$ cat src/design/ocsd_pkg.sv
// shared widths, codes and types for the over-current sigma threshold detector
`timescale 1ns / 1ps

package ocsd_pkg;

   // field widths
   localparam int KIND_W      = 3;
   localparam int ADC_W       = 10;
   localparam int STORED_W    = 16;
   localparam int THR_W       = 16;
   localparam int STATUS_W    = 3;
   localparam int NOMINAL_W   = 10;
   localparam int SIGMA_W     = 9;
   localparam int K_W         = 4;
   localparam int MIN_THR_W   = 10;

   // configuration port
   localparam int CSR_INDEX_W = 1;
   localparam int CSR_DATA_W  = 16;
   localparam logic [CSR_INDEX_W-1:0] CSR_SIGMA_MULT = 1'd0;
   localparam logic [CSR_INDEX_W-1:0] CSR_MIN_THRESH = 1'd1;

   // register reset values
   localparam logic [K_W-1:0]       K_RESET       = 4'd3;
   localparam logic [MIN_THR_W-1:0] MIN_THR_RESET = 10'd20;

   // arithmetic units
   localparam int MUL_W     = 10;
   localparam int PROD_W    = 2 * MUL_W;
   localparam int MSQ_W     = 2 * ADC_W;
   localparam int ROOT_IN_W = 16;

   // value limits
   localparam int ADC_MAX = 1023;
   localparam logic [NOMINAL_W-1:0] MEAN_BAD     = 10'd1023;
   localparam logic [STORED_W-1:0]  NOMINAL_LIM  = 16'd1023;
   localparam logic [STORED_W-1:0]  SIGMA_LIM    = 16'd500;
   localparam logic [SIGMA_W-1:0]   SIGMA_SUBST  = 9'd4;
   localparam logic [THR_W-1:0]     THR_SAT      = 16'hFFFF;

   // default length of a calibration run
   localparam int CAL_SAMPLES_DEFAULT = 256;

   typedef enum logic [KIND_W-1:0] {
      KIND_CHECK      = 3'd0,
      KIND_CAL_SAMPLE = 3'd1,
      KIND_START      = 3'd2,
      KIND_RECAL      = 3'd3,
      KIND_LOAD       = 3'd4
   } kind_type;

   typedef enum logic [STATUS_W-1:0] {
      STAT_NONE     = 3'd0,
      STAT_STARTED  = 3'd1,
      STAT_REFUSED  = 3'd2,
      STAT_DONE     = 3'd3,
      STAT_INVALID  = 3'd4
   } status_type;

   typedef enum logic [3:0] {
      ST_IDLE,
      ST_DISPATCH,
      ST_CHECK_MUL,
      ST_ACC_MUL,
      ST_DIVIDE,
      ST_MEAN_MUL,
      ST_ROOT,
      ST_WRITE
   } state_type;

   // strobes from the sequencer to the datapath and units
   typedef struct packed {
      logic req_ready;
      logic mul_start;
      logic div_start;
      logic root_start;
      logic rsp_load;
   } seq_ctl_type;

endpackage

$ cat src/design/ocsd_channels.sv
// valid/ready channel interfaces for request, response and register writes
`timescale 1ns / 1ps

interface ocsd_req_if;
   import ocsd_pkg::*;
   logic                  valid;
   logic                  ready;
   logic [KIND_W-1:0]     kind;
   logic [ADC_W-1:0]      sample;
   logic                  motor_stopped;
   logic [STORED_W-1:0]   stored_nominal;
   logic [STORED_W-1:0]   stored_sigma;

   modport source (output valid, kind, sample, motor_stopped, stored_nominal, stored_sigma,
                   input ready);
   modport sink   (input valid, kind, sample, motor_stopped, stored_nominal, stored_sigma,
                   output ready);
endinterface

interface ocsd_rsp_if;
   import ocsd_pkg::*;
   logic                  valid;
   logic                  ready;
   logic                  over_current;
   logic [THR_W-1:0]      trip_threshold;
   logic [STATUS_W-1:0]   status;
   logic                  calibrated;
   logic [NOMINAL_W-1:0]  nominal_level;
   logic [SIGMA_W-1:0]    sigma_level;
   logic                  save_request;

   modport source (output valid, over_current, trip_threshold, status, calibrated,
                   nominal_level, sigma_level, save_request,
                   input ready);
   modport sink   (input valid, over_current, trip_threshold, status, calibrated,
                   nominal_level, sigma_level, save_request,
                   output ready);
endinterface

interface ocsd_csr_if;
   import ocsd_pkg::*;
   logic                    valid;
   logic                    ready;
   logic [CSR_INDEX_W-1:0]  index;
   logic [CSR_DATA_W-1:0]   data;

   modport source (output valid, index, data, input ready);
   modport sink   (input valid, index, data, output ready);
endinterface

$ cat src/design/ocsd_mul.sv
// shift-add multiplier, one multiplier bit per cycle
`timescale 1ns / 1ps

module ocsd_mul (
   input  logic                         clock,
   input  logic                         reset,
   input  logic                         start,
   input  logic [ocsd_pkg::MUL_W-1:0]   op_a,
   input  logic [ocsd_pkg::MUL_W-1:0]   op_b,
   output logic                         done,
   output logic [ocsd_pkg::PROD_W-1:0]  product
);
   import ocsd_pkg::*;

   localparam int CNT_W = $clog2(MUL_W + 1);

   logic [PROD_W-1:0] acc_ff, acc_in;
   logic [PROD_W-1:0] mcand_ff, mcand_in;
   logic [MUL_W-1:0]  mplier_ff, mplier_in;
   logic [CNT_W-1:0]  cnt_ff, cnt_in;
   logic              busy_ff, busy_in;
   logic              done_ff, done_in;

   // one partial product added per cycle
   always_comb begin
      acc_in    = acc_ff;
      mcand_in  = mcand_ff;
      mplier_in = mplier_ff;
      cnt_in    = cnt_ff;
      busy_in   = busy_ff;
      done_in   = 1'b0;
      if (start) begin
         acc_in    = '0;
         mcand_in  = PROD_W'(op_a);
         mplier_in = op_b;
         cnt_in    = CNT_W'(MUL_W);
         busy_in   = 1'b1;
      end else if (busy_ff) begin
         if (mplier_ff[0]) begin
            acc_in = acc_ff + mcand_ff;
         end
         mcand_in  = mcand_ff << 1;
         mplier_in = mplier_ff >> 1;
         cnt_in    = cnt_ff - CNT_W'(1);
         if (cnt_ff == CNT_W'(1)) begin
            busy_in = 1'b0;
            done_in = 1'b1;
         end
      end
   end

   // control
   always_ff @(posedge clock) begin
      if (reset) begin
         busy_ff <= 1'b0;
         done_ff <= 1'b0;
      end else begin
         busy_ff <= busy_in;
         done_ff <= done_in;
      end
   end

   // operands and accumulator
   always_ff @(posedge clock) begin
      acc_ff    <= acc_in;
      mcand_ff  <= mcand_in;
      mplier_ff <= mplier_in;
      cnt_ff    <= cnt_in;
   end

   assign done    = done_ff;
   assign product = acc_ff;

endmodule

$ cat src/design/ocsd_cdiv.sv
// two-lane restoring divider by a fixed divisor, one quotient bit per cycle
`timescale 1ns / 1ps

module ocsd_cdiv #(
   parameter int DIVIDEND_W = 32,
   parameter int DIVISOR    = ocsd_pkg::CAL_SAMPLES_DEFAULT
) (
   input  logic                           clock,
   input  logic                           reset,
   input  logic                           start,
   input  logic [1:0][DIVIDEND_W-1:0]     dividend,
   output logic                           done,
   output logic [1:0][DIVIDEND_W-1:0]     quotient
);
   localparam int REM_W = $clog2(DIVISOR) + 1;
   localparam int CNT_W = $clog2(DIVIDEND_W + 1);
   localparam logic [REM_W:0] DIVISOR_K = DIVISOR[REM_W:0];

   logic [1:0][DIVIDEND_W-1:0] dq_ff, dq_in;
   logic [1:0][REM_W-1:0]      rem_ff, rem_in;
   logic [1:0][REM_W:0]        shifted;
   logic [1:0][REM_W:0]        diff;
   logic [1:0]                 fits;
   logic [CNT_W-1:0]           cnt_ff, cnt_in;
   logic                       busy_ff, busy_in;
   logic                       done_ff, done_in;

   // trial subtraction per lane
   always_comb begin
      for (int i = 0; i < 2; i++) begin
         shifted[i] = {rem_ff[i], dq_ff[i][DIVIDEND_W-1]};
         fits[i]    = shifted[i] >= DIVISOR_K;
         diff[i]    = shifted[i] - DIVISOR_K;
      end
   end

   // next state: dividend shifts out on top, quotient bits enter below
   always_comb begin
      dq_in   = dq_ff;
      rem_in  = rem_ff;
      cnt_in  = cnt_ff;
      busy_in = busy_ff;
      done_in = 1'b0;
      if (start) begin
         dq_in   = dividend;
         rem_in  = '0;
         cnt_in  = CNT_W'(DIVIDEND_W);
         busy_in = 1'b1;
      end else if (busy_ff) begin
         for (int i = 0; i < 2; i++) begin
            dq_in[i]  = {dq_ff[i][DIVIDEND_W-2:0], fits[i]};
            rem_in[i] = fits[i] ? diff[i][REM_W-1:0] : shifted[i][REM_W-1:0];
         end
         cnt_in = cnt_ff - CNT_W'(1);
         if (cnt_ff == CNT_W'(1)) begin
            busy_in = 1'b0;
            done_in = 1'b1;
         end
      end
   end

   // control
   always_ff @(posedge clock) begin
      if (reset) begin
         busy_ff <= 1'b0;
         done_ff <= 1'b0;
      end else begin
         busy_ff <= busy_in;
         done_ff <= done_in;
      end
   end

   // lanes
   always_ff @(posedge clock) begin
      dq_ff  <= dq_in;
      rem_ff <= rem_in;
      cnt_ff <= cnt_in;
   end

   assign done     = done_ff;
   assign quotient = dq_ff;

endmodule

$ cat src/design/ocsd_sqrt.sv
// bit-pair square root with round to nearest, one root bit per cycle
`timescale 1ns / 1ps

module ocsd_sqrt (
   input  logic                            clock,
   input  logic                            reset,
   input  logic                            start,
   input  logic [ocsd_pkg::ROOT_IN_W-1:0]  radicand,
   output logic                            done,
   output logic [ocsd_pkg::SIGMA_W-1:0]    root
);
   import ocsd_pkg::*;

   localparam logic [ROOT_IN_W-1:0] TOP_BIT = ROOT_IN_W'(1) << (ROOT_IN_W - 2);

   logic [ROOT_IN_W-1:0] rem_ff, rem_in;
   logic [ROOT_IN_W-1:0] root_ff, root_in;
   logic [ROOT_IN_W-1:0] bit_ff, bit_in;
   logic [ROOT_IN_W:0]   trial;
   logic                 busy_ff, busy_in;
   logic                 done_ff, done_in;

   assign trial = {1'b0, root_ff} + {1'b0, bit_ff};

   // one trial subtraction per cycle, bit moves down two places
   always_comb begin
      rem_in  = rem_ff;
      root_in = root_ff;
      bit_in  = bit_ff;
      busy_in = busy_ff;
      done_in = 1'b0;
      if (start) begin
         rem_in  = radicand;
         root_in = '0;
         bit_in  = TOP_BIT;
         busy_in = 1'b1;
      end else if (busy_ff) begin
         if ({1'b0, rem_ff} >= trial) begin
            rem_in  = rem_ff - trial[ROOT_IN_W-1:0];
            root_in = (root_ff >> 1) + bit_ff;
         end else begin
            root_in = root_ff >> 1;
         end
         bit_in = bit_ff >> 2;
         if (bit_ff[0]) begin
            busy_in = 1'b0;
            done_in = 1'b1;
         end
      end
   end

   // control
   always_ff @(posedge clock) begin
      if (reset) begin
         busy_ff <= 1'b0;
         done_ff <= 1'b0;
      end else begin
         busy_ff <= busy_in;
         done_ff <= done_in;
      end
   end

   // working registers
   always_ff @(posedge clock) begin
      rem_ff  <= rem_in;
      root_ff <= root_in;
      bit_ff  <= bit_in;
   end

   // round up when the remainder exceeds the root
   assign done = done_ff;
   assign root = root_ff[SIGMA_W-1:0] + SIGMA_W'(rem_ff > root_ff);

endmodule

$ cat src/design/overcurrent_sigma_threshold_detector_unit.sv
// top level: sequencer, calibration state and threshold check
//
//  channel | dir | beat contents
//  --------+-----+-----------------------------------------------------------
//  req_bus | in  | kind, sample, motor_stopped, stored_nominal, stored_sigma
//  rsp_bus | out | over_current, trip_threshold, status, calibrated,
//          |     | nominal_level, sigma_level, save_request
//  csr_bus | in  | index, data (always ready)
//
// one beat is worked at a time; checks and calibration samples within a run wait
// for the shift-add multiplier; other kinds go straight to the result write.
// the sample that ends a run adds the serial divider (one bit per cycle of the
// square sum), a mean square and an 8-step root.
// reset is synchronous and restores registers and calibration state at once.
// a result waits in the output register; the next beat is taken meanwhile.
`timescale 1ns / 1ps

module overcurrent_sigma_threshold_detector_unit #(
   parameter int CALIBRATION_SAMPLES = ocsd_pkg::CAL_SAMPLES_DEFAULT
) (
   input  logic          clock,
   input  logic          reset,
   ocsd_req_if.sink      req_bus,
   ocsd_rsp_if.source    rsp_bus,
   ocsd_csr_if.sink      csr_bus
);
   import ocsd_pkg::*;

   localparam int SUM_W = $clog2(CALIBRATION_SAMPLES * ADC_MAX + 1);
   localparam int SQ_W  = $clog2(longint'(CALIBRATION_SAMPLES) * ADC_MAX * ADC_MAX + 1);
   localparam int CNT_W = $clog2(CALIBRATION_SAMPLES + 1);
   localparam logic [CNT_W-1:0] RUN_LEN = CNT_W'(CALIBRATION_SAMPLES);
   localparam int TSUM_W = PROD_W + 1;

   state_type   state_ff, state_in;
   seq_ctl_type ctl;

   // latched beat
   kind_type              kind_ff;
   logic [ADC_W-1:0]      sample_ff;
   logic                  stopped_ff;
   logic [STORED_W-1:0]   snom_ff;
   logic [STORED_W-1:0]   ssig_ff;

   // registers
   logic [K_W-1:0]        k_ff;
   logic [MIN_THR_W-1:0]  min_ff;

   // calibration state
   logic                  sampling_ff, sampling_in;
   logic [CNT_W-1:0]      taken_ff, taken_in;
   logic [SUM_W-1:0]      sum_ff, sum_in;
   logic [SQ_W-1:0]       sq_ff, sq_in;
   logic [NOMINAL_W-1:0]  nominal_ff, nominal_in;
   logic [SIGMA_W-1:0]    sigma_ff, sigma_in;
   logic [NOMINAL_W-1:0]  mean_ff, mean_in;
   logic [MSQ_W-1:0]      msq_ff, msq_in;

   // pending result
   logic                  res_over_ff, res_over_in;
   logic [THR_W-1:0]      res_thr_ff, res_thr_in;
   status_type            res_status_ff, res_status_in;
   logic                  res_save_ff, res_save_in;

   // output register
   logic                  rsp_valid_ff, rsp_valid_in;
   logic                  rsp_over_ff;
   logic [THR_W-1:0]      rsp_thr_ff;
   status_type            rsp_status_ff;
   logic                  rsp_cal_ff;
   logic [NOMINAL_W-1:0]  rsp_nom_ff;
   logic [SIGMA_W-1:0]    rsp_sig_ff;
   logic                  rsp_save_ff;

   // unit hookup
   logic [MUL_W-1:0]          mul_a, mul_b;
   logic                      mul_done;
   logic [PROD_W-1:0]         prod;
   logic                      div_done;
   logic [1:0][SQ_W-1:0]      quot;
   logic                      root_done;
   logic [SIGMA_W-1:0]        root;
   logic [ROOT_IN_W-1:0]      radicand;

   // helpers
   logic [CNT_W-1:0]   taken_next;
   logic               run_last;
   logic               rsp_free;
   logic               req_take;
   logic [TSUM_W-1:0]  thr_sum;
   logic [THR_W-1:0]   thr_sat;
   logic [THR_W-1:0]   thr_final;
   logic [MSQ_W-1:0]   mean_sq;
   logic [MSQ_W-1:0]   variance;

   assign taken_next = taken_ff + CNT_W'(1);
   assign run_last   = taken_next >= RUN_LEN;
   assign rsp_free   = !rsp_valid_ff || rsp_bus.ready;
   assign req_take   = req_bus.valid && ctl.req_ready;

   // threshold: nominal plus k sigma, saturated, floored at the minimum
   assign thr_sum   = TSUM_W'(nominal_ff) + TSUM_W'(prod);
   assign thr_sat   = (thr_sum > TSUM_W'(THR_SAT)) ? THR_SAT : thr_sum[THR_W-1:0];
   assign thr_final = (thr_sat < THR_W'(min_ff)) ? THR_W'(min_ff) : thr_sat;

   // variance clamped to the root input range
   assign mean_sq  = prod;
   assign variance = (msq_ff > mean_sq) ? (msq_ff - mean_sq) : '0;
   assign radicand = (variance > MSQ_W'(THR_SAT)) ? THR_SAT : variance[ROOT_IN_W-1:0];

   // sequencer next state
   always_comb begin
      state_in = state_ff;
      unique case (state_ff)
         ST_IDLE: begin
            if (req_bus.valid) state_in = ST_DISPATCH;
         end
         ST_DISPATCH: begin
            if (kind_ff == KIND_CHECK) begin
               state_in = ST_CHECK_MUL;
            end else if (kind_ff == KIND_CAL_SAMPLE && sampling_ff) begin
               state_in = ST_ACC_MUL;
            end else begin
               state_in = ST_WRITE;
            end
         end
         ST_CHECK_MUL: begin
            if (mul_done) state_in = ST_WRITE;
         end
         ST_ACC_MUL: begin
            if (mul_done) state_in = run_last ? ST_DIVIDE : ST_WRITE;
         end
         ST_DIVIDE: begin
            if (div_done) state_in = ST_MEAN_MUL;
         end
         ST_MEAN_MUL: begin
            if (mul_done) state_in = ST_ROOT;
         end
         ST_ROOT: begin
            if (root_done) state_in = ST_WRITE;
         end
         ST_WRITE: begin
            if (rsp_free) state_in = ST_IDLE;
         end
         default: state_in = ST_IDLE;
      endcase
   end

   // sequencer outputs
   always_comb begin
      ctl = '0;
      unique case (state_ff)
         ST_IDLE:     ctl.req_ready = 1'b1;
         ST_DISPATCH: ctl.mul_start = (kind_ff == KIND_CHECK) ||
                                      (kind_ff == KIND_CAL_SAMPLE && sampling_ff);
         ST_ACC_MUL:  ctl.div_start = mul_done && run_last;
         ST_DIVIDE:   ctl.mul_start = div_done;
         ST_MEAN_MUL: ctl.root_start = mul_done;
         ST_WRITE:    ctl.rsp_load = rsp_free;
         default:     ctl = '0;
      endcase
   end

   // multiplier operand select
   always_comb begin
      mul_a = MUL_W'(sample_ff);
      mul_b = MUL_W'(sample_ff);
      unique case (state_ff)
         ST_DISPATCH: begin
            if (kind_ff == KIND_CHECK) begin
               mul_a = MUL_W'(k_ff);
               mul_b = MUL_W'(sigma_ff);
            end
         end
         ST_DIVIDE: begin
            mul_a = quot[1][MUL_W-1:0];
            mul_b = quot[1][MUL_W-1:0];
         end
         default: ;
      endcase
   end

   // calibration state and pending result
   always_comb begin
      sampling_in   = sampling_ff;
      taken_in      = taken_ff;
      sum_in        = sum_ff;
      sq_in         = sq_ff;
      nominal_in    = nominal_ff;
      sigma_in      = sigma_ff;
      mean_in       = mean_ff;
      msq_in        = msq_ff;
      res_over_in   = res_over_ff;
      res_thr_in    = res_thr_ff;
      res_status_in = res_status_ff;
      res_save_in   = res_save_ff;
      unique case (state_ff)
         ST_DISPATCH: begin
            res_over_in   = 1'b0;
            res_thr_in    = '0;
            res_status_in = STAT_NONE;
            res_save_in   = 1'b0;
            unique case (kind_ff)
               KIND_START: begin
                  if (!stopped_ff) begin
                     res_status_in = STAT_REFUSED;
                  end else if (!sampling_ff) begin
                     sampling_in   = 1'b1;
                     taken_in      = '0;
                     sum_in        = '0;
                     sq_in         = '0;
                     res_status_in = STAT_STARTED;
                  end
               end
               KIND_RECAL: begin
                  nominal_in = '0;
                  sigma_in   = '0;
                  if (stopped_ff) begin
                     sampling_in   = 1'b1;
                     taken_in      = '0;
                     sum_in        = '0;
                     sq_in         = '0;
                     res_status_in = STAT_STARTED;
                  end else begin
                     sampling_in   = 1'b0;
                     res_status_in = STAT_REFUSED;
                  end
               end
               KIND_LOAD: begin
                  nominal_in = (snom_ff > NOMINAL_LIM) ? '0 : snom_ff[NOMINAL_W-1:0];
                  sigma_in   = (ssig_ff > SIGMA_LIM) ? SIGMA_SUBST : ssig_ff[SIGMA_W-1:0];
               end
               default: ;
            endcase
         end
         ST_CHECK_MUL: begin
            if (mul_done) begin
               res_thr_in  = thr_final;
               res_over_in = THR_W'(sample_ff) > thr_final;
            end
         end
         ST_ACC_MUL: begin
            if (mul_done) begin
               sum_in   = sum_ff + SUM_W'(sample_ff);
               sq_in    = sq_ff + SQ_W'(prod);
               taken_in = taken_next;
            end
         end
         ST_DIVIDE: begin
            if (div_done) begin
               mean_in = quot[1][NOMINAL_W-1:0];
               msq_in  = quot[0][MSQ_W-1:0];
            end
         end
         ST_ROOT: begin
            if (root_done) begin
               sampling_in = 1'b0;
               if (mean_ff == '0 || mean_ff >= MEAN_BAD) begin
                  nominal_in    = '0;
                  sigma_in      = '0;
                  res_status_in = STAT_INVALID;
               end else begin
                  nominal_in    = mean_ff;
                  sigma_in      = root;
                  res_status_in = STAT_DONE;
                  res_save_in   = 1'b1;
               end
            end
         end
         default: ;
      endcase
   end

   // output register handoff
   always_comb begin
      rsp_valid_in = rsp_valid_ff;
      if (ctl.rsp_load) begin
         rsp_valid_in = 1'b1;
      end else if (rsp_bus.ready) begin
         rsp_valid_in = 1'b0;
      end
   end

   // control and architectural state
   always_ff @(posedge clock) begin
      if (reset) begin
         state_ff     <= ST_IDLE;
         rsp_valid_ff <= 1'b0;
         k_ff         <= K_RESET;
         min_ff       <= MIN_THR_RESET;
         sampling_ff  <= 1'b0;
         taken_ff     <= '0;
         sum_ff       <= '0;
         sq_ff        <= '0;
         nominal_ff   <= '0;
         sigma_ff     <= '0;
      end else begin
         state_ff     <= state_in;
         rsp_valid_ff <= rsp_valid_in;
         sampling_ff  <= sampling_in;
         taken_ff     <= taken_in;
         sum_ff       <= sum_in;
         sq_ff        <= sq_in;
         nominal_ff   <= nominal_in;
         sigma_ff     <= sigma_in;
         if (csr_bus.valid) begin
            unique case (csr_bus.index)
               CSR_SIGMA_MULT: k_ff   <= csr_bus.data[K_W-1:0];
               CSR_MIN_THRESH: min_ff <= csr_bus.data[MIN_THR_W-1:0];
            endcase
         end
      end
   end

   // payload registers
   always_ff @(posedge clock) begin
      if (req_take) begin
         kind_ff    <= kind_type'(req_bus.kind);
         sample_ff  <= req_bus.sample;
         stopped_ff <= req_bus.motor_stopped;
         snom_ff    <= req_bus.stored_nominal;
         ssig_ff    <= req_bus.stored_sigma;
      end
      mean_ff       <= mean_in;
      msq_ff        <= msq_in;
      res_over_ff   <= res_over_in;
      res_thr_ff    <= res_thr_in;
      res_status_ff <= res_status_in;
      res_save_ff   <= res_save_in;
      if (ctl.rsp_load) begin
         rsp_over_ff   <= res_over_ff;
         rsp_thr_ff    <= res_thr_ff;
         rsp_status_ff <= res_status_ff;
         rsp_cal_ff    <= !sampling_ff && (nominal_ff != '0);
         rsp_nom_ff    <= nominal_ff;
         rsp_sig_ff    <= sigma_ff;
         rsp_save_ff   <= res_save_ff;
      end
   end

   // arithmetic units
   ocsd_mul u_mul (
      .clock   (clock),
      .reset   (reset),
      .start   (ctl.mul_start),
      .op_a    (mul_a),
      .op_b    (mul_b),
      .done    (mul_done),
      .product (prod)
   );

   // sums including the sample that ends the run
   ocsd_cdiv #(
      .DIVIDEND_W (SQ_W),
      .DIVISOR    (CALIBRATION_SAMPLES)
   ) u_cdiv (
      .clock    (clock),
      .reset    (reset),
      .start    (ctl.div_start),
      .dividend ({SQ_W'(sum_in), sq_in}),
      .done     (div_done),
      .quotient (quot)
   );

   ocsd_sqrt u_sqrt (
      .clock    (clock),
      .reset    (reset),
      .start    (ctl.root_start),
      .radicand (radicand),
      .done     (root_done),
      .root     (root)
   );

   // ports
   assign req_bus.ready          = ctl.req_ready;
   assign csr_bus.ready          = 1'b1;
   assign rsp_bus.valid          = rsp_valid_ff;
   assign rsp_bus.over_current   = rsp_over_ff;
   assign rsp_bus.trip_threshold = rsp_thr_ff;
   assign rsp_bus.status         = rsp_status_ff;
   assign rsp_bus.calibrated     = rsp_cal_ff;
   assign rsp_bus.nominal_level  = rsp_nom_ff;
   assign rsp_bus.sigma_level    = rsp_sig_ff;
   assign rsp_bus.save_request   = rsp_save_ff;

endmodule

$ cat src/flat_wrapper.sv
// flat-port wrapper written by rule: the top's interface ports become plain ports
module overcurrent_sigma_threshold_detector_unit_flat import ocsd_pkg::*;
#(
   parameter int CALIBRATION_SAMPLES = ocsd_pkg::CAL_SAMPLES_DEFAULT
)
  (clock, reset, req_bus_valid, req_bus_kind, req_bus_sample, req_bus_motor_stopped, req_bus_stored_nominal, req_bus_stored_sigma, req_bus_ready, rsp_bus_valid, rsp_bus_over_current, rsp_bus_trip_threshold, rsp_bus_status, rsp_bus_calibrated, rsp_bus_nominal_level, rsp_bus_sigma_level, rsp_bus_save_request, rsp_bus_ready, csr_bus_valid, csr_bus_index, csr_bus_data, csr_bus_ready);
  ocsd_req_if req_bus_i ();
  ocsd_rsp_if rsp_bus_i ();
  ocsd_csr_if csr_bus_i ();
  input  logic clock;
  input  logic reset;
  input wire logic [$bits(req_bus_i.valid)-1:0] req_bus_valid;
  input wire logic [$bits(req_bus_i.kind)-1:0] req_bus_kind;
  input wire logic [$bits(req_bus_i.sample)-1:0] req_bus_sample;
  input wire logic [$bits(req_bus_i.motor_stopped)-1:0] req_bus_motor_stopped;
  input wire logic [$bits(req_bus_i.stored_nominal)-1:0] req_bus_stored_nominal;
  input wire logic [$bits(req_bus_i.stored_sigma)-1:0] req_bus_stored_sigma;
  output wire logic [$bits(req_bus_i.ready)-1:0] req_bus_ready;
  output wire logic [$bits(rsp_bus_i.valid)-1:0] rsp_bus_valid;
  output wire logic [$bits(rsp_bus_i.over_current)-1:0] rsp_bus_over_current;
  output wire logic [$bits(rsp_bus_i.trip_threshold)-1:0] rsp_bus_trip_threshold;
  output wire logic [$bits(rsp_bus_i.status)-1:0] rsp_bus_status;
  output wire logic [$bits(rsp_bus_i.calibrated)-1:0] rsp_bus_calibrated;
  output wire logic [$bits(rsp_bus_i.nominal_level)-1:0] rsp_bus_nominal_level;
  output wire logic [$bits(rsp_bus_i.sigma_level)-1:0] rsp_bus_sigma_level;
  output wire logic [$bits(rsp_bus_i.save_request)-1:0] rsp_bus_save_request;
  input wire logic [$bits(rsp_bus_i.ready)-1:0] rsp_bus_ready;
  input wire logic [$bits(csr_bus_i.valid)-1:0] csr_bus_valid;
  input wire logic [$bits(csr_bus_i.index)-1:0] csr_bus_index;
  input wire logic [$bits(csr_bus_i.data)-1:0] csr_bus_data;
  output wire logic [$bits(csr_bus_i.ready)-1:0] csr_bus_ready;
  assign req_bus_i.valid = req_bus_valid;
  assign req_bus_i.kind = req_bus_kind;
  assign req_bus_i.sample = req_bus_sample;
  assign req_bus_i.motor_stopped = req_bus_motor_stopped;
  assign req_bus_i.stored_nominal = req_bus_stored_nominal;
  assign req_bus_i.stored_sigma = req_bus_stored_sigma;
  assign req_bus_ready = req_bus_i.ready;
  assign rsp_bus_valid = rsp_bus_i.valid;
  assign rsp_bus_over_current = rsp_bus_i.over_current;
  assign rsp_bus_trip_threshold = rsp_bus_i.trip_threshold;
  assign rsp_bus_status = rsp_bus_i.status;
  assign rsp_bus_calibrated = rsp_bus_i.calibrated;
  assign rsp_bus_nominal_level = rsp_bus_i.nominal_level;
  assign rsp_bus_sigma_level = rsp_bus_i.sigma_level;
  assign rsp_bus_save_request = rsp_bus_i.save_request;
  assign rsp_bus_i.ready = rsp_bus_ready;
  assign csr_bus_i.valid = csr_bus_valid;
  assign csr_bus_i.index = csr_bus_index;
  assign csr_bus_i.data = csr_bus_data;
  assign csr_bus_ready = csr_bus_i.ready;
  overcurrent_sigma_threshold_detector_unit #(.CALIBRATION_SAMPLES(CALIBRATION_SAMPLES)) u_core (.clock(clock), .reset(reset), .req_bus(req_bus_i), .rsp_bus(rsp_bus_i), .csr_bus(csr_bus_i));
endmodule
$ cat config.mk
export PLATFORM = sky130hd
export DESIGN_NAME = overcurrent_sigma_threshold_detector_unit_flat
export DESIGN_NICKNAME = d
export VERILOG_FILES = /design/src/design/ocsd_pkg.sv /design/src/design/ocsd_channels.sv /design/src/design/ocsd_mul.sv /design/src/design/ocsd_cdiv.sv /design/src/design/ocsd_sqrt.sv /design/src/design/overcurrent_sigma_threshold_detector_unit.sv /design/src/flat_wrapper.sv
export SDC_FILE = /design/constraint.sdc
export NUM_CORES = 1
export LEC_CHECK = 0
export BUFFER_PORTS_ARGS = -buffer_cell sky130_fd_sc_hd__buf_2
export CAP_MARGIN = 20
export CORE_MARGIN = 1
export CORE_UTILIZATION = 52
export DETAILED_ROUTE_END_ITERATION = 6
export PLACE_DENSITY = 0.7
export SYNTH_ARGS = -nofsm -noshare
export SYNTH_HDL_FRONTEND = slang
export SYNTH_SLANG_ARGS = --single-unit
$ cat constraint.sdc
create_clock -name clock -period 8.2 [get_ports clock]
set_clock_uncertainty 0.1 [all_clocks]
set_input_delay 2.46 -clock clock [delete_from_list [all_inputs] [get_ports clock]]
set_output_delay 2.46 -clock clock [all_outputs]
set_load 0.03 [all_outputs]
==> impl_metrics.py <==
metrics = {
    "floorplan": {
        "rows": 74,
        "die_area_um2": 43110,
        "die_w_um": 207.6,
        "fp.dieH_um": 207.6,
        "start_util_pct": 53.25,
        "io_pins": 112,
        "core_um2": 41290,
    },
    "timing": {
        "post-route-min-period_ns": 7.401,
        "drv_slew": 0,
        "fmax_mhz": 135.1,
        "finalSetupTns_ns": 0,
        "worst_slack_ns": 0.7995,
        "post-route-period-util_pct": 90.25,
        "rsz0062_at_grt": "false",
        "slew_headroom_pct": 29.19,
        "tightestPinTransition_ns": 1.061,
        "hold_violations": 0,
        "finalSetupViolations": 0,
    },
    "grt": {
        "grt_pass1_vias": 16210,
        "grt_max_degree": 91,
        "grt_use_total_pct": 25.06,
        "antenna_found_initial": 2,
        "grt_pass1_wl_um": 85930,
        "grt_overflow": 0,
    },
    "critical_path": {
        "reg2reg_to": "u_core.res_over_ff",
        "worstSetupPathType": "reg2reg",
        "worstPathArrival_ns": 7.62,
        "cp_slowest_cell": "a2111oi_0",
        "path_max_fanout": 9,
        "reg2reg_from": "u_core.u_mul.product[1]",
        "rr_worst_depth": 31,
        "crit_family": "compound AO/OA/AOI/OAI gates",
        "startpoint_type": "flip-flop",
        "cp.required_ns": 8.42,
        "max_stage_delay_ns": 0.72,
        "end_kind": "flip-flop",
        "cp.buffers_inverters": 3,
        "regToRegSetupSlack_ns": 0.80,
    },
    "logic_synthesis": {
        "ys_seq_area_share_pct": 47.34,
        "synth.distinct_cells": 89,
        "synth_top_cell_area_share_pct": 30.04,
        "avgSynthCellArea_um2": 9.852,
        "ys_seq_elements": 410,
        "syn_nets": 2461,
        "yosys.area.top_type": "edfxtp_1",
        "synth_area_leaders": "edfxtp_1, dfxtp_1, ha_1, nor2_1, nand2_1",
        "async_flop_share_pct": 0,
        "ys.warnings.count": 0,
        "syn_area_um2": 21990,
        "synth-edff-count": 220,
        "synth_flop_cell": "edfxtp_1",
        "syn_inst": 2232,
    },
    "final_layout": {
        "mostFrequentLayoutCells": "nor2_1, edfxtp_1, nand2_1",
        "diodes": 0,
        "layout_commonest_cell": "nor2_1",
        "drive_above_1_share_pct": 10.91,
        "finalInstanceArea_um2": 24560,
        "area_delta_synth_final_pct": 11.70,
        "fin_nets": 2540,
    },
    "pwr": {
        "p_clk_share_pct": 33.4,
        "peakVddDrop_mv": 0.1962,
        "powerDensity_nw_per_um2": 250.3,
        "finalPower_mw": 6.149,
        "seq_power_share_pct": 41.9,
        "switching_power_mw": 1.939,
        "switching_share_pct": 31.54,
        "p_leak_nw": 9.581,
        "combinationalPowerShare_pct": 24.7,
        "p_int_mw": 4.209,
    },
    "clocking": {
        "cts_tree": "yes",
        "clk-insertion-delay-late_ns": 0.58,
        "ctsLongestPathBuffers": 3,
        "ctsHoldBuffers": 0,
        "cts_resized": 0,
        "numCtsBuffers": 44,
        "clk_pin_slew_ns": 0.06,
        "cts_sinks": 410,
        "cts_setup_buffers": 0,
        "h-tree-depth": 2,
        "root_buffer": "clkbuf_16",
    },
    "route": {
        "vias": 16800,
        "wl_um": 54610,
        "drtIter0Drc": 1385,
        "ant_nets": 0,
        "avgViaCountPerCell": 5.836,
        "drc": 0,
        "wl_per_cell_um": 18.97,
        "dr.pass1.iters": 5,
    },
    "hold_path": {
        "hold_path_depth": 0,
        "hold_start": "u_core.res_status_ff[1]",
        "min_path_type": "reg2reg",
        "whs_endpoint": "u_core.rsp_bus.status[1]",
    },
    "place": {
        "place_ws_ns": 0.9065,
        "place_hpwl_um": 39950,
        "numPortBuffers": 104,
        "postPlaceCellArea_um2": 23020,
        "gp_congestion": 0.9250,
    },
    "status": {
        "status": "finished clean",
    },
    "run": {
        "drv_cap": 0,
    },
}
power groups by stage:
stage | logic (mW) | clock network [mW] | registers, mW
after floorplan | 1.17 | 0 | 2.51
after global placement | 1.45 | 0 | 2.61
after detailed placement | 1.49 | 0 | 2.61
after CTS | 1.50 | 2.09 | 2.57
after global routing | 1.68 | 2.17 | 2.59
final | 1.52 | 2.06 | 2.58
Yosys cell counts, types with 10 or more instances:
library cell    n
a22oi_1        33
a211oi_1       33
o21bai_1       20
dfxtp_1       190
clkbuf_1       80
nand3_1        60
nor2_1        232
o21ai_1        11
mux2i_1        57
edfxtp_1      220
a21oi_1       158
and3_1         24
a21o_1         45
o21a_1         11
inv_1         101
xnor2_1        90
nor2b_1        29
o31ai_1        10
a221o_1        15
nor3_1         27
nand2b_1       18
ha_1          155
a31oi_1        37
nand2_1       215
or3_1          11
o21ai_0       110
nand4_1        22
xor2_1         39
buf_1          11
routing by layer:
layer | vias to the layer above | GRT usage [%] | wire [um]
met3 | 87 | 5.204 | 3791
met1 | 8016 | 32.86 | 23780
li1 | 8243 | - | -
met5 | - | 0 | 0
met4 | 0 | 7.280 | 1301
met2 | 457 | 41.79 | 25740
registers in the layout (all words and copies together) (netlist names), 16 cells and up:
name and cells:
u_core.sq_ff 28, u_core.u_mul.mcand_ff 20, u_core.u_mul.product 20, u_core.msq_ff 20, u_core.u_cdiv.rem_ff 18, u_core.snom_ff 16
u_core.ssig_ff 16, u_core.res_thr_ff 16, u_core.u_cdiv.quotient 56, u_core.u_sqrt.root_ff 16, u_core.sum_ff 18, u_core.rsp_bus.trip_threshold 16
u_core.u_sqrt.rem_ff 16
worst max path at each step:
stage                                       start  cells after the start                 end  slack [ns]
after global placement    u_core.u_mul.product[1]                     31  u_core.res_over_ff        0.98
after global routing      u_core.u_mul.product[1]                     30  u_core.res_over_ff        0.34
after floorplan           u_core.u_mul.product[1]                     32  u_core.res_over_ff        1.75
after detailed placement  u_core.u_mul.product[1]                     31  u_core.res_over_ff        0.91
final                     u_core.u_mul.product[1]                     31  u_core.res_over_ff        0.80
after CTS                 u_core.u_mul.product[1]                     31  u_core.res_over_ff        0.82
final cells by class:
type / instances / area, um2
clock buffer: 63 / 1343
sequential: 410 / 10410
inverter: 102 / 382.9
tap: 532 / 665.6
fill: 3452 / 16730
timing repair buffer: 131 / 738.2
clock inverter: 19 / 176.4
multi-input combinational: 1622 / 10850
per-stage QoR:
step / hold slack (ns) / instances / utilization [%]
2_1_floorplan: 0.3003 / 2232 / -
3_3_place_gp: 0.3013 / 2796 / 55.76
3_5_place_dp: 0.3045 / 2796 / 55.76
4_1_cts: 0.3167 / 2878 / 59.44
5_1_grt: 0.3242 / 2879 / 59.48
6_report: 0.3178 / 2879 / 59.48
cell families (layout without fill, tap and decap cells):
family / count (synthesis) / after routing / share of synthesized area, %
multiplexers: 74 / 74 / 3.568
buffers and inverters: 200 / 315 / 3.516
AND/OR/NAND/NOR: 699 / 699 / 14.66
adder cells (fa/ha/maj): 161 / 161 / 9.366
AO/OA/AOI/OAI: 558 / 558 / 16.40
XOR/XNOR: 129 / 129 / 5.138
other: 1 / 1 / 0.01705
flip-flops: 410 / 410 / 47.34
No activity file was read; power rests on OpenSTA's default activity.
